--- src/rtl/led_border_effect_engine_assert.svh ---
`ifndef LED_BORDER_EFFECT_ENGINE_ASSERT_SVH
`define LED_BORDER_EFFECT_ENGINE_ASSERT_SVH

// same-cycle implication, checked on every edge out of reset
`define LBE_ASSERT_NOW(lbl, pre, post, msg) \
  lbl: assert property (@(posedge clk) disable iff (!rst_n) (pre) |-> (post)) else $error(msg);

// next-cycle implication
`define LBE_ASSERT_NEXT(lbl, pre, post, msg) \
  lbl: assert property (@(posedge clk) disable iff (!rst_n) (pre) |=> (post)) else $error(msg);

`endif

--- src/rtl/lbe_pkg.sv ---
package lbe_pkg;

  localparam int LED_COUNT     = 60;
  localparam int SEGMENT_COUNT = 4;

  localparam int IDX_W = 6;
  localparam int REM_W = 6;
  localparam int BAR_W = 13;

  localparam logic [2:0] OP_TICK = 3'd0;
  localparam logic [2:0] OP_CLEAR = 3'd1;
  localparam logic [2:0] OP_FILL = 3'd2;
  localparam logic [2:0] OP_SEG = 3'd3;
  localparam logic [2:0] OP_BAR = 3'd4;
  localparam logic [2:0] OP_SET = 3'd5;

  localparam logic [2:0] FX_NONE = 3'd0;
  localparam logic [2:0] FX_RAINBOW = 3'd1;
  localparam logic [2:0] FX_FADE = 3'd2;
  localparam logic [2:0] FX_UP = 3'd3;
  localparam logic [2:0] FX_DOWN = 3'd4;
  localparam logic [2:0] FX_FLASH = 3'd5;
  localparam logic [2:0] FX_LOADER = 3'd6;

  localparam logic [1:0] CFG_LOADER_W = 2'd0;
  localparam logic [1:0] CFG_SEG_START = 2'd1;
  localparam logic [1:0] CFG_SEG_END = 2'd2;

  localparam logic [7:0] FADE_STEP = 8'd5;
  localparam logic [7:0] FADE_TOP = 8'd250;
  localparam logic [7:0] LEVEL_MAX = 8'd255;
  localparam logic [7:0] PCT_MAX = 8'd100;
  localparam logic [7:0] WHEEL_A = 8'd85;
  localparam logic [7:0] WHEEL_B = 8'd170;

  localparam logic [IDX_W-1:0] LAST_IDX = IDX_W'(LED_COUNT - 1);
  localparam logic [6:0] LED_COUNT_7 = 7'(LED_COUNT);
  localparam logic [7:0] LED_COUNT_8 = 8'(LED_COUNT);
  localparam logic [BAR_W-1:0] LED_COUNT_B = BAR_W'(LED_COUNT);
  localparam logic [7:0] SEG_COUNT_8 = 8'(SEGMENT_COUNT);

  // rainbow hue advances by 255/LED_COUNT per pixel, remainder carried
  localparam logic [7:0] HUE_Q = 8'(255 / LED_COUNT);
  localparam logic [REM_W:0] HUE_R = (REM_W + 1)'(255 % LED_COUNT);

  typedef enum logic [1:0] {
    PM_CONST,
    PM_BAR,
    PM_WHEEL,
    PM_LOADER
  } pix_mode_t;

  typedef struct packed {
    logic             load;
    logic             step;
    pix_mode_t        mode;
    logic [IDX_W-1:0] idx;
  } pix_ctrl_t;

endpackage

--- src/rtl/lbe_scaler.sv ---
module lbe_scaler (
  input  logic        clk,
  input  logic        rst_n,
  input  logic        run,
  input  logic [23:0] color,
  input  logic [7:0]  level,
  output logic        done,
  output logic [23:0] result
);
  import lbe_pkg::*;

  logic [1:0]  cnt_r;
  logic [15:0] prod_r;
  logic [15:0] res_r;
  logic [7:0]  chan;
  logic [16:0] div_sum;
  logic [7:0]  quot;

  // one 8x8 multiplier shared by the three channels
  always_comb begin
    case (cnt_r)
      2'd0: chan = color[7:0];
      2'd1: chan = color[15:8];
      default: chan = color[23:16];
    endcase
  end

  // floor(x / 255) for x <= 255*255, any 8x8 product
  assign div_sum = {1'b0, prod_r} + {9'd0, prod_r[15:8]} + 17'd1;
  assign quot    = div_sum[15:8];

  assign done   = run && (cnt_r == 2'd3);
  assign result = {quot, res_r[15:8], res_r[7:0]};

  always_ff @(posedge clk) begin
    if (!rst_n) begin
      cnt_r <= 2'd0;
    end else if (!run) begin
      cnt_r <= 2'd0;
    end else if (cnt_r != 2'd3) begin
      cnt_r <= cnt_r + 2'd1;
    end
  end

  always_ff @(posedge clk) begin
    if (run && cnt_r != 2'd3) begin
      prod_r <= 16'(chan) * 16'(level);
    end
    if (run && cnt_r == 2'd1) begin
      res_r[7:0] <= quot;
    end
    if (run && cnt_r == 2'd2) begin
      res_r[15:8] <= quot;
    end
  end

endmodule

--- src/rtl/lbe_pixel_gen.sv ---
module lbe_pixel_gen (
  input  logic                        clk,
  input  lbe_pkg::pix_ctrl_t          ctrl,
  input  logic [23:0]                 base_color,
  input  logic [lbe_pkg::BAR_W-1:0]   bar_lim,
  input  logic [7:0]                  hue,
  input  logic [lbe_pkg::IDX_W-1:0]   marker,
  input  logic [7:0]                  loader_width,
  output logic [23:0]                 pixel_color
);
  import lbe_pkg::*;

  logic [7:0]       hue_pos_r;
  logic [REM_W-1:0] hue_rem_r;
  logic [IDX_W-1:0] dist_r;

  logic [REM_W:0]   rem_sum;
  logic [6:0]       dist_start;
  logic [6:0]       idx_p1;
  logic [BAR_W-1:0] bar_lhs;
  logic [23:0]      wheel_color;

  function automatic logic [23:0] color_wheel(input logic [7:0] pos);
    logic [7:0] p;
    logic [7:0] t;
    logic [7:0] t3;
    begin
      p = ~pos;
      if (p < WHEEL_A) begin
        t3 = 8'(p * 8'd3);
        color_wheel = {LEVEL_MAX - t3, 8'd0, t3};
      end else if (p < WHEEL_B) begin
        t  = p - WHEEL_A;
        t3 = 8'(t * 8'd3);
        color_wheel = {8'd0, t3, LEVEL_MAX - t3};
      end else begin
        t  = p - WHEEL_B;
        t3 = 8'(t * 8'd3);
        color_wheel = {t3, LEVEL_MAX - t3, 8'd0};
      end
    end
  endfunction

  assign rem_sum    = {1'b0, hue_rem_r} + HUE_R;
  // distance of pixel 0 from the marker, (LED_COUNT - marker) mod LED_COUNT
  assign dist_start = (marker == '0) ? 7'd0 : (LED_COUNT_7 - {1'b0, marker});
  assign idx_p1     = {1'b0, ctrl.idx} + 7'd1;
  assign bar_lhs    = BAR_W'(idx_p1) * BAR_W'(PCT_MAX);
  assign wheel_color = color_wheel(hue_pos_r);

  always_comb begin
    case (ctrl.mode)
      PM_CONST:  pixel_color = base_color;
      PM_BAR:    pixel_color = (bar_lhs <= bar_lim) ? base_color : 24'd0;
      PM_WHEEL:  pixel_color = wheel_color;
      PM_LOADER: pixel_color = ({2'd0, dist_r} < loader_width) ? ~base_color : base_color;
      default:   pixel_color = base_color;
    endcase
  end

  always_ff @(posedge clk) begin
    if (ctrl.load) begin
      hue_pos_r <= hue;
      hue_rem_r <= '0;
      dist_r    <= dist_start[IDX_W-1:0];
    end else if (ctrl.step) begin
      if (rem_sum >= LED_COUNT_7) begin
        hue_rem_r <= REM_W'(rem_sum - LED_COUNT_7);
        hue_pos_r <= hue_pos_r + HUE_Q + 8'd1;
      end else begin
        hue_rem_r <= rem_sum[REM_W-1:0];
        hue_pos_r <= hue_pos_r + HUE_Q;
      end
      dist_r <= (dist_r == LAST_IDX) ? '0 : dist_r + 1'b1;
    end
  end

endmodule

--- src/rtl/led_border_effect_engine.sv ---
// After an item is taken the engine enters ST_EMIT and registers each pixel into
// the output register; fade, fade up and fade down pass through ST_SCALE first,
// which runs the shared 8x8 scaler over the three channels. One pixel per cycle
// goes out while out_ready is high; the next item is taken once the last pixel
// sits in the output register. Items that emit nothing leave the engine idle. Reset
// (rst_n low, synchronous) clears the effect state and loads the config defaults.
module led_border_effect_engine (
  input  logic                      clk,
  input  logic                      rst_n,
  input  logic                      cfg_we,
  input  logic [1:0]                cfg_index,
  input  logic [31:0]               cfg_wdata,
  input  logic                      in_valid,
  output logic                      in_ready,
  input  logic [2:0]                in_operation,
  input  logic [31:0]               in_now_ms,
  input  logic [23:0]               in_color,
  input  logic [7:0]                in_segment_index,
  input  logic [7:0]                in_percent,
  input  logic [2:0]                in_effect_kind,
  input  logic [31:0]               in_interval_ms,
  output logic                      out_valid,
  input  logic                      out_ready,
  output logic [lbe_pkg::IDX_W-1:0] out_pixel_index,
  output logic [23:0]               out_pixel_color,
  output logic                      out_last
);
  import lbe_pkg::*;

  `include "led_border_effect_engine_assert.svh"

  typedef enum logic [2:0] {
    ST_IDLE  = 3'b001,
    ST_SCALE = 3'b010,
    ST_EMIT  = 3'b100
  } state_t;

  state_t state_r, state_nxt;

  logic [7:0]  loader_w_r;
  logic [31:0] seg_start_r;
  logic [31:0] seg_end_r;

  logic [2:0]  active_r, active_nxt;
  logic [31:0] interval_r, interval_nxt;
  logic [23:0] rgb_r, rgb_nxt;
  logic [7:0]  level_r, level_nxt;
  logic        rising_r, rising_nxt;
  logic [IDX_W-1:0] marker_r, marker_nxt;
  logic [7:0]  hue_r, hue_nxt;
  logic [31:0] last_ms_r, last_ms_nxt;

  logic [IDX_W-1:0] idx_r, idx_nxt;
  logic [IDX_W-1:0] end_r, end_nxt;
  pix_mode_t        mode_r, mode_nxt;
  logic [23:0]      col_r, col_nxt;
  logic [BAR_W-1:0] lim_r, lim_nxt;

  logic             out_valid_r;
  logic [IDX_W-1:0] out_idx_r;
  logic [23:0]      out_col_r;
  logic             out_last_r;

  logic        accept;
  logic        emit_go;
  logic        tick_due;
  logic [31:0] elapsed;
  logic [7:0]  seg_s;
  logic [7:0]  seg_e;
  logic [7:0]  seg_e_clip;
  logic [7:0]  pct_clamp;
  logic [7:0]  lvl_up;
  logic [7:0]  lvl_dn;
  logic [7:0]  lvl_base;
  logic        scl_done;
  logic [23:0] scl_result;
  logic [23:0] pix_color;
  pix_ctrl_t   pix_ctrl;

  assign in_ready = (state_r == ST_IDLE);
  assign accept   = in_valid && in_ready;
  assign emit_go  = (state_r == ST_EMIT) && (!out_valid_r || out_ready);

  assign elapsed  = in_now_ms - last_ms_r;
  assign tick_due = (active_r != FX_NONE) && (elapsed >= interval_r);

  assign seg_s      = seg_start_r[{in_segment_index[1:0], 3'b000} +: 8];
  assign seg_e      = seg_end_r[{in_segment_index[1:0], 3'b000} +: 8];
  assign seg_e_clip = (seg_e >= LED_COUNT_8) ? LED_COUNT_8 - 8'd1 : seg_e;
  assign pct_clamp  = (in_percent > PCT_MAX) ? PCT_MAX : in_percent;

  assign lvl_up   = level_r + FADE_STEP;
  assign lvl_dn   = level_r - FADE_STEP;
  assign lvl_base = (level_r == 8'd0) ? LEVEL_MAX : level_r;

  assign pix_ctrl.load = accept;
  assign pix_ctrl.step = emit_go;
  assign pix_ctrl.mode = mode_r;
  assign pix_ctrl.idx  = idx_r;

  lbe_scaler u_scaler (
    .clk    (clk),
    .rst_n  (rst_n),
    .run    (state_r == ST_SCALE),
    .color  (col_r),
    .level  (level_r),
    .done   (scl_done),
    .result (scl_result)
  );

  lbe_pixel_gen u_pixel_gen (
    .clk          (clk),
    .ctrl         (pix_ctrl),
    .base_color   (col_r),
    .bar_lim      (lim_r),
    .hue          (hue_r),
    .marker       (marker_r),
    .loader_width (loader_w_r),
    .pixel_color  (pix_color)
  );

  always_comb begin
    state_nxt    = state_r;
    active_nxt   = active_r;
    interval_nxt = interval_r;
    rgb_nxt      = rgb_r;
    level_nxt    = level_r;
    rising_nxt   = rising_r;
    marker_nxt   = marker_r;
    hue_nxt      = hue_r;
    last_ms_nxt  = last_ms_r;
    idx_nxt      = idx_r;
    end_nxt      = end_r;
    mode_nxt     = mode_r;
    col_nxt      = col_r;
    lim_nxt      = lim_r;

    case (state_r)
      ST_IDLE: begin
        if (accept) begin
          idx_nxt  = '0;
          end_nxt  = LAST_IDX;
          mode_nxt = PM_CONST;
          case (in_operation)
            OP_TICK: begin
              if (tick_due) begin
                last_ms_nxt = in_now_ms;
                col_nxt     = rgb_r;
                case (active_r)
                  FX_RAINBOW: begin
                    mode_nxt  = PM_WHEEL;
                    hue_nxt   = hue_r + 8'd1;
                    state_nxt = ST_EMIT;
                  end
                  FX_FADE: begin
                    if (rising_r) begin
                      if (lvl_up >= FADE_TOP) begin
                        level_nxt  = LEVEL_MAX;
                        rising_nxt = 1'b0;
                      end else begin
                        level_nxt = lvl_up;
                      end
                    end else begin
                      if (lvl_dn <= FADE_STEP) begin
                        level_nxt  = 8'd0;
                        rising_nxt = 1'b1;
                      end else begin
                        level_nxt = lvl_dn;
                      end
                    end
                    state_nxt = ST_SCALE;
                  end
                  FX_UP: begin
                    level_nxt = (lvl_up == LEVEL_MAX) ? 8'd0 : lvl_up;
                    state_nxt = ST_SCALE;
                  end
                  FX_DOWN: begin
                    level_nxt = lvl_base - FADE_STEP;
                    state_nxt = ST_SCALE;
                  end
                  FX_FLASH: begin
                    rising_nxt = !rising_r;
                    col_nxt    = rising_r ? 24'd0 : rgb_r;
                    state_nxt  = ST_EMIT;
                  end
                  FX_LOADER: begin
                    mode_nxt   = PM_LOADER;
                    marker_nxt = (marker_r == LAST_IDX) ? '0 : marker_r + 1'b1;
                    state_nxt  = ST_EMIT;
                  end
                  default: state_nxt = ST_IDLE;
                endcase
              end
            end
            OP_CLEAR: begin
              active_nxt = FX_NONE;
              col_nxt    = 24'd0;
              state_nxt  = ST_EMIT;
            end
            OP_FILL: begin
              active_nxt = FX_NONE;
              col_nxt    = in_color;
              state_nxt  = ST_EMIT;
            end
            OP_SEG: begin
              if (in_segment_index < SEG_COUNT_8) begin
                active_nxt = FX_NONE;
                // nothing to draw when the start lies past the end or the strip
                if (seg_s <= seg_e && seg_s < LED_COUNT_8) begin
                  idx_nxt   = seg_s[IDX_W-1:0];
                  end_nxt   = seg_e_clip[IDX_W-1:0];
                  col_nxt   = in_color;
                  state_nxt = ST_EMIT;
                end
              end
            end
            OP_BAR: begin
              active_nxt = FX_NONE;
              lim_nxt    = LED_COUNT_B * BAR_W'(pct_clamp);
              col_nxt    = in_color;
              mode_nxt   = PM_BAR;
              state_nxt  = ST_EMIT;
            end
            OP_SET: begin
              active_nxt   = (in_effect_kind <= FX_LOADER) ? in_effect_kind : FX_NONE;
              interval_nxt = in_interval_ms;
              rgb_nxt      = in_color;
              level_nxt    = 8'd0;
              rising_nxt   = 1'b1;
              marker_nxt   = '0;
              last_ms_nxt  = in_now_ms;
            end
            default: state_nxt = ST_IDLE;
          endcase
        end
      end
      ST_SCALE: begin
        if (scl_done) begin
          col_nxt   = scl_result;
          state_nxt = ST_EMIT;
        end
      end
      ST_EMIT: begin
        if (emit_go) begin
          if (idx_r == end_r) begin
            state_nxt = ST_IDLE;
          end else begin
            idx_nxt = idx_r + 1'b1;
          end
        end
      end
      default: state_nxt = ST_IDLE;
    endcase
  end

  always_ff @(posedge clk) begin
    if (!rst_n) begin
      state_r     <= ST_IDLE;
      loader_w_r  <= 8'd1;
      seg_start_r <= 32'd0;
      seg_end_r   <= 32'd0;
      active_r    <= FX_NONE;
      interval_r  <= 32'd0;
      rgb_r       <= 24'd0;
      level_r     <= 8'd0;
      rising_r    <= 1'b1;
      marker_r    <= '0;
      hue_r       <= 8'd0;
      last_ms_r   <= 32'd0;
      out_valid_r <= 1'b0;
    end else begin
      state_r    <= state_nxt;
      active_r   <= active_nxt;
      interval_r <= interval_nxt;
      rgb_r      <= rgb_nxt;
      level_r    <= level_nxt;
      rising_r   <= rising_nxt;
      marker_r   <= marker_nxt;
      hue_r      <= hue_nxt;
      last_ms_r  <= last_ms_nxt;
      if (cfg_we) begin
        case (cfg_index)
          CFG_LOADER_W:  loader_w_r  <= cfg_wdata[7:0];
          CFG_SEG_START: seg_start_r <= cfg_wdata;
          CFG_SEG_END:   seg_end_r   <= cfg_wdata;
          default:       loader_w_r  <= loader_w_r;
        endcase
      end
      if (emit_go) begin
        out_valid_r <= 1'b1;
      end else if (out_ready) begin
        out_valid_r <= 1'b0;
      end
    end
  end

  always_ff @(posedge clk) begin
    idx_r  <= idx_nxt;
    end_r  <= end_nxt;
    mode_r <= mode_nxt;
    col_r  <= col_nxt;
    lim_r  <= lim_nxt;
    if (emit_go) begin
      out_idx_r  <= idx_r;
      out_col_r  <= pix_color;
      out_last_r <= (idx_r == end_r);
    end
  end

  assign out_valid       = out_valid_r;
  assign out_pixel_index = out_idx_r;
  assign out_pixel_color = out_col_r;
  assign out_last        = out_last_r;

  `LBE_ASSERT_NOW(a_emit_in_range, state_r == ST_EMIT, idx_r <= end_r, "pixel index past end")
  `LBE_ASSERT_NOW(a_scale_done_state, scl_done, state_r == ST_SCALE, "scaler done outside scale")
  `LBE_ASSERT_NEXT(a_idle_tick, accept && in_operation == OP_TICK && !tick_due, state_r == ST_IDLE, "idle tick left idle")

endmodule
--- config.mk ---
export PLATFORM = sky130hd
export DESIGN_NAME = led_border_effect_engine
export DESIGN_NICKNAME = d
export VERILOG_FILES = /design/src/rtl/lbe_pkg.sv /design/src/rtl/lbe_scaler.sv /design/src/rtl/lbe_pixel_gen.sv /design/src/rtl/led_border_effect_engine.sv
export VERILOG_INCLUDE_DIRS = /design/src /design/src/rtl
export SDC_FILE = /design/constraint.sdc
export NUM_CORES = 1
export LEC_CHECK = 0
export ABC_AREA = 1
export BUFFER_PORTS_ARGS = -buffer_cell sky130_fd_sc_hd__buf_2
export CORE_AREA = 2 2 199 201
export CTS_CLUSTER_SIZE = 28
export DETAILED_ROUTE_END_ITERATION = 6
export DIE_AREA = 0 0 201 203
export GPL_TIMING_DRIVEN = 0
export HOLD_SLACK_MARGIN = 0.15
export PLACE_DENSITY = 0.8
export SYNTH_ARGS = -nofsm -noshare
export SYNTH_HDL_FRONTEND = slang
export SYNTH_SLANG_ARGS = --single-unit
--- constraint.sdc ---
create_clock -name clk -period 8.73 [get_ports clk]
set_input_delay 1.746 -clock clk [delete_from_list [all_inputs] [get_ports clk]]
set_output_delay 1.746 -clock clk [all_outputs]
set_load 0.03 [all_outputs]
Word level (Yosys, flattened, before mapping)

Index checks and enable logic that the tools add are counted.

Register bits after elaboration: 324
Input bits: 149
Logic and storage cells: 233

Order comparisons: 14
Bitwise operators: 5
Mux-type cells: 69
Multipliers: 6
Shift operators: 2
Reduce and logical (&&, ||, !) cells: 45
Add/subtract/negate cells: 22
Eq/ne operators: 42

Operator list:

| kind                    | number |
|---|---|
| $mux W24                | 11 |
| $pmux W24 S4            | 2 |
| $mux W6                 | 14 |
| $mux W8                 | 10 |
| $pmux W32 S2            | 1 |
| $shiftx A32 B6 Y8       | 2 |
| $pmux W24 S2            | 1 |
| $ge A32 B32 Y1          | 1 |
| $mux W32                | 1 |
| $pmux W8 S2             | 2 |
| $sub A32 B32 Y32        | 1 |
| $mux W3                 | 9 |
| $mul A8 B2 Y8 const B   | 3 |
| $not A24 Y24            | 1 |
| $pmux W6 S2             | 2 |
| $pmux W8 S3             | 1 |
| $sub A8 B8 Y8 const A   | 3 |
| $reduce_and A5 Y1       | 4 |
| $add A6 B1 Y6 const B   | 3 |
| $eq A3 B3 Y1 const B    | 6 |
| $pmux W3 S3             | 2 |
| $add A16 B1 Y16 const B | 1 |
| $add A16 B8 Y16         | 1 |
| $add A8 B1 Y8 const B   | 2 |
| 63 further kinds        | 121 |

Longest topological paths before layout

Word-level depth: 8
Depth in mapped cells: 31
Gate-level depth less buffers: 31

Cells and area by module

From an unflattened synthesis, not the netlist that was laid out.

Cells, all modules: 3227
Area total of the unflattened synthesis: 24073.1 sq um

By module, submodules not included:

| module                   | area an instance (sq um) | cells each | instances |
|---|---|---|---|
| led_border_effect_engine | 15029.4                  | 1933       | 1 |
| lbe_pixel_gen            | 4929.7                   | 784        | 1 |
| lbe_scaler               | 4113.9                   | 510        | 1 |

Worst setup path before layout

No wires, ideal clock.

Path kind: input port to flip-flop
Start: in in_now_ms[0]
End: reg col_r[0] (enable)
Data required time: 8.290 ns
Stages: 26
Setup time: 0.440 ns
Arrival: 6.287 ns
Path buffers: 0
Path slack: 2.003 ns
Path through: inv_1 -> ha_1 -> inv_1 -> fa_1 -> nand3_1 -> nand2_1 -> nand2_1 -> nand2_1 -> inv_1 -> o21bai_1 -> a21oi_1 -> o21ai_0 -> nand2_1 -> nand2_1 -> xor2_1 -> ha_1 -> nand4_1 -> nor3_1 -> nand2_1 -> nor2_1 -> nand2_1 -> nand2_1 -> nand2_2 -> nand2_1 -> nand2_1 -> nor3b_1

Longest elaborated chain between the ends: 5

RTL lines:

| what                               | line                            | text |
|---|---|---|
| from (decl)                        | led_border_effect_engine.sv:16  | `input logic [31:0] in_now_ms,` |
| $sub A32 B32 Y32                   | led_border_effect_engine.sv:84  | `assign elapsed = in_now_ms - last_ms_r;` |
| $ge A32 B32 Y1                     | led_border_effect_engine.sv:85  | `assign tick_due = (active_r != FX_NONE) && (elapsed >= interval_r);` |
| $logic_and A1 B1 Y1                | led_border_effect_engine.sv:85  |  |
| $ne A3 B3 Y1 (no source line)      | --                              |  |
| $reduce_and A7 Y1 (no source line) | --                              |  |
| to (signal assigned)               | led_border_effect_engine.sv:301 | `col_r <= col_nxt;` |
| to (decl)                          | led_border_effect_engine.sv:56  | `logic [23:0] col_r, col_nxt;` |

Every way passes these cells.
A chain may end at the register's enable or synchronous reset.

Worst setup path after layout

Start: in in_now_ms[0]
End: reg col_r[1] (enable)

The elaborated chain is that of the path after synthesis.

==> impl_metrics.py <==
metrics = {
    "status": {
        "status": "completed",
    },
    "yosys": {
        "synthFlopType": "dfxtp_1",
        "ys_types": 59,
        "netlist_instances": 3054,
        "synth_top_area_share_pct": 17.2,
        "synth-edff-count": 126,
        "synthArstFlopShare_pct": 0,
        "netlist_area_mm2": 0.0230,
        "synth.area.top_cells": "dfxtp_1 17%, edfxtp_1 16%, ha_1 12%, nand2_1 8.7%, inv_1 6.5%",
        "yosysTopAreaCell": "dfxtp_1",
        "synth_seq_cells": 324,
        "syn_avg_cell_area_um2": 7.54,
        "yosys_warnings": 0,
        "ys_seq_area_share_pct": 33.6,
    },
    "route": {
        "firstDrtPassIters": 6,
        "drtAntennaViolNets": 0,
        "drtIter0Drc": 1651,
        "drt-total-wl_um": 62800,
        "drcViolationCount": 0,
        "viasPerCell": 5.66,
        "wl_per_cell_um": 16.4,
        "vias": 21649,
    },
    "clocking": {
        "ctsResizeCount": 0,
        "holdBufCountCts": 0,
        "cts_tree": "built",
        "cts-root-buf": "clkbuf_16",
        "cts.path.max_buffers": 3,
        "cts.sinks": 324,
        "post_cts_buffers": 0,
        "insertion_delay_ns": 0.56,
        "numCtsBuffers": 37,
        "htreeDepth": 2,
        "clkTransAtPathRegs_ns": 0.05,
    },
    "timing": {
        "slew_headroom_pct": 24.6,
        "setup_viol": 0,
        "final-hold-violation-count": 0,
        "fmax_ghz": 0.165,
        "worst_pin_slew_ns": 1.13,
        "period_minus_slack_ns": 6.06,
        "maxSlewViolCount": 0,
        "finalSetupTns_ns": 0,
        "setup_slack_ns": 2.67,
        "rsz0062_at_grt": "no",
        "fin_crit_sh_pct": 69.4,
        "clock_skew_ns": 0.0195,
    },
    "grt": {
        "antenna_found_initial": 3,
        "grt_pass1_wl_um": 101000,
        "grt_usage_pct": 30.5,
        "gr-total-overflow": 0,
        "grt_pass1_vias": 20842,
        "grt_max_degree": 32,
    },
    "setup_path": {
        "startpoint_type": "primary input",
        "rr_worst_depth": 21,
        "required_ns": 8.99,
        "worstSetupPathType": "in2reg",
        "critPathArrivalTime_ns": 6.32,
        "end_kind": "register",
        "worst-path-max-fanout": 14,
        "rrSetupSlack_ns": 2.91,
    },
    "power_and_ir_drop": {
        "clockPowerShare_pct": 20.6,
        "p_int_uw": 4280,
        "p_sw_share_pct": 44.5,
        "p_sw_uw": 3430,
        "power_density_mw_per_mm2": 298,
        "combPwrFrac_pct": 52.2,
        "p_seq_share_pct": 27.2,
        "power.leakage_uw": 0.0117,
        "peakVddDrop_uv": 259,
    },
    "placement": {
        "gp_congestion": 0.979,
        "hpwl_um": 49800,
        "post-place-ws_ns": 2.19,
        "place.port_buffers": 179,
    },
    "final_layout": {
        "layout.nets": 3699,
        "area_growth_syn_to_layout_pct": 12.4,
        "post-route-util_pct": 67.3,
        "n_fill_cell": 3318,
        "drive_above_1_share_pct": 9.13,
    },
    "min_path": {
        "hold_depth": 2,
        "hp-class": "reg2reg",
    },
    "floorplan": {
        "die_h_um": 203,
        "core_area_mm2": 0.0385,
        "initial_core_util_pct": 59.9,
        "rows": 72,
        "die_x_um": 201,
        "die_area_mm2": 0.0408,
        "num_io_pins": 182,
    },
    "job": {
        "cap_viol_max_count": 0,
    },
}
kinds of logic (layout without fill, tap and decap cells):
family                   after synthesis  count (layout)  share of synthesized area, %
AND/OR/NAND/NOR                     1184            1184                          21.4
other                                  1               7                        0.0163
multiplexers                           2               2                        0.0869
AO/OA/AOI/OAI                        639             639                          15.4
buffers and inverters                517             766                          8.57
XOR/XNOR                             114             114                          4.33
flip-flops                           324             324                          33.6
adder cells (fa/ha/maj)              273             273                          16.6
metal layers:
metal	track usage [%]	part of all wire (%)	vias to the layer above
met5	0	0	-
met4	12.4	3.9	0
met3	4.30	6.5	159
met2	51.7	47	806
met1	39.4	43	10100
li1	-	-	10584
synthesized netlist by cell type, drive strengths merged (3+ instances only):
| library cell | n |
|---|---|
| a21o | 10 |
| a21oi | 226 |
| a31oi | 14 |
| a32o | 8 |
| a32oi | 19 |
| buf | 26 |
| clkbuf | 72 |
| clkinv | 3 |
| dfxtp | 198 |
| edfxtp | 126 |
| fa | 54 |
| ha | 219 |
| inv | 416 |
| nand2 | 537 |
| nand3 | 157 |
| nand3b | 7 |
| nand4 | 47 |
| nor2 | 398 |
| nor3 | 23 |
| nor4 | 5 |
| o2111ai | 10 |
| o211ai | 6 |
| o21a | 9 |
| o21ai | 298 |
| o21bai | 6 |
| o22ai | 18 |
| or2 | 6 |
| xnor2 | 28 |
| xor2 | 86 |
power groups by stage:
stage / Clock (uW) / Combinational (uW) / Sequential, uW
2_1_floorplan: 0 / 2900 / 2100
3_3_place_gp: 0 / 3760 / 2120
3_5_place_dp: 0 / 3920 / 2120
4_1_cts: 1600 / 3960 / 2090
5_1_grt: 1660 / 4520 / 2130
6_report: 1590 / 4020 / 2100
flip-flops by register name, indices dropped and copies added, names as in the netlist, 8 cells and up:
| register | count |
|---|---|
| seg_end_r | 32 |
| u_scaler.res_r | 16 |
| level_r | 8 |
| hue_r | 8 |
| u_scaler.prod_r | 16 |
| out_pixel_color | 24 |
| last_ms_r | 32 |
| lim_r | 11 |
| loader_w_r | 8 |
| seg_start_r | 32 |
| u_pixel_gen.hue_pos_r | 8 |
| interval_r | 32 |
| col_r | 24 |
| rgb_r | 24 |
worst max-delay path: stages:
cell      delay [ns]
buf_2           0.11
inv_1           0.07
ha_1            0.15
inv_1           0.06
fa_1            0.40
nand3_1         0.10
nand2_1         0.11
nand2_1         0.08
nand2_1         0.10
inv_1           0.09
o21bai_1        0.11
a21oi_1         0.27
o21ai_0         0.19
nand2_1         0.09
nand2_1         0.06
xor2_1          0.17
ha_1            0.31
nand4_1         0.10
nor3_1          0.25
nand2_1         0.08
nor2_1          0.09
nand2_1         0.06
nand2_1         0.16
nand2_2         0.14
nand2_1         0.15
nand2_1         0.08
nor3b_2         0.73
buf_6           0.26
worst paths after layout:
check                                       start             endpoint
worst max-delay path                 in_now_ms[0]             col_r[1]
worst min-delay path                last_ms_r[17]        last_ms_r[17]
worst max register to register  u_scaler.cnt_r[0]  u_scaler.prod_r[12]
worst min register to register      last_ms_r[17]        last_ms_r[17]
layout make-up:
class	count	area, um2	share of cell area (%)
multi-input cells	2216	13300	51.5
repair buffers	181	927	3.58
plain buffers	98	400	1.55
flip-flops and latches	324	7750	29.9
well taps	518	648	2.50
clock inverters	9	105	0.406
clock buffers	59	1140	4.40
diodes	3	7.51	0.0290
inverters	419	1570	6.08
cells in the final DEF, fill, tap and decap left out, drive strengths merged, types with 19 or more instances in the layout:
master / synthesis / layout
a32oi: 19 / 19
nand2: 537 / 537
a21oi: 226 / 226
buf: 26 / 207
xnor2: 28 / 28
nand4: 47 / 47
inv: 416 / 418
fa: 54 / 54
xor2: 86 / 86
dfxtp: 198 / 198
nor2: 398 / 398
ha: 219 / 219
edfxtp: 126 / 126
nand3: 157 / 157
o21ai: 298 / 298
nor3: 23 / 23
clkbuf: 72 / 131
metrics by stage:
step                      total power (uW)  instance area (um2)  hold WS, ns  cells
after floorplan                       5000                23000        0.425   3057
after global placement                5880                24600        0.438   3754
after detailed placement              6050                24600        0.448   3756
after CTS                             7660                25900        0.456   3824
after global routing                  8310                25900        0.468   3827
final                                 7710                25900        0.457   3827
(Power assumes the default switching activity.)
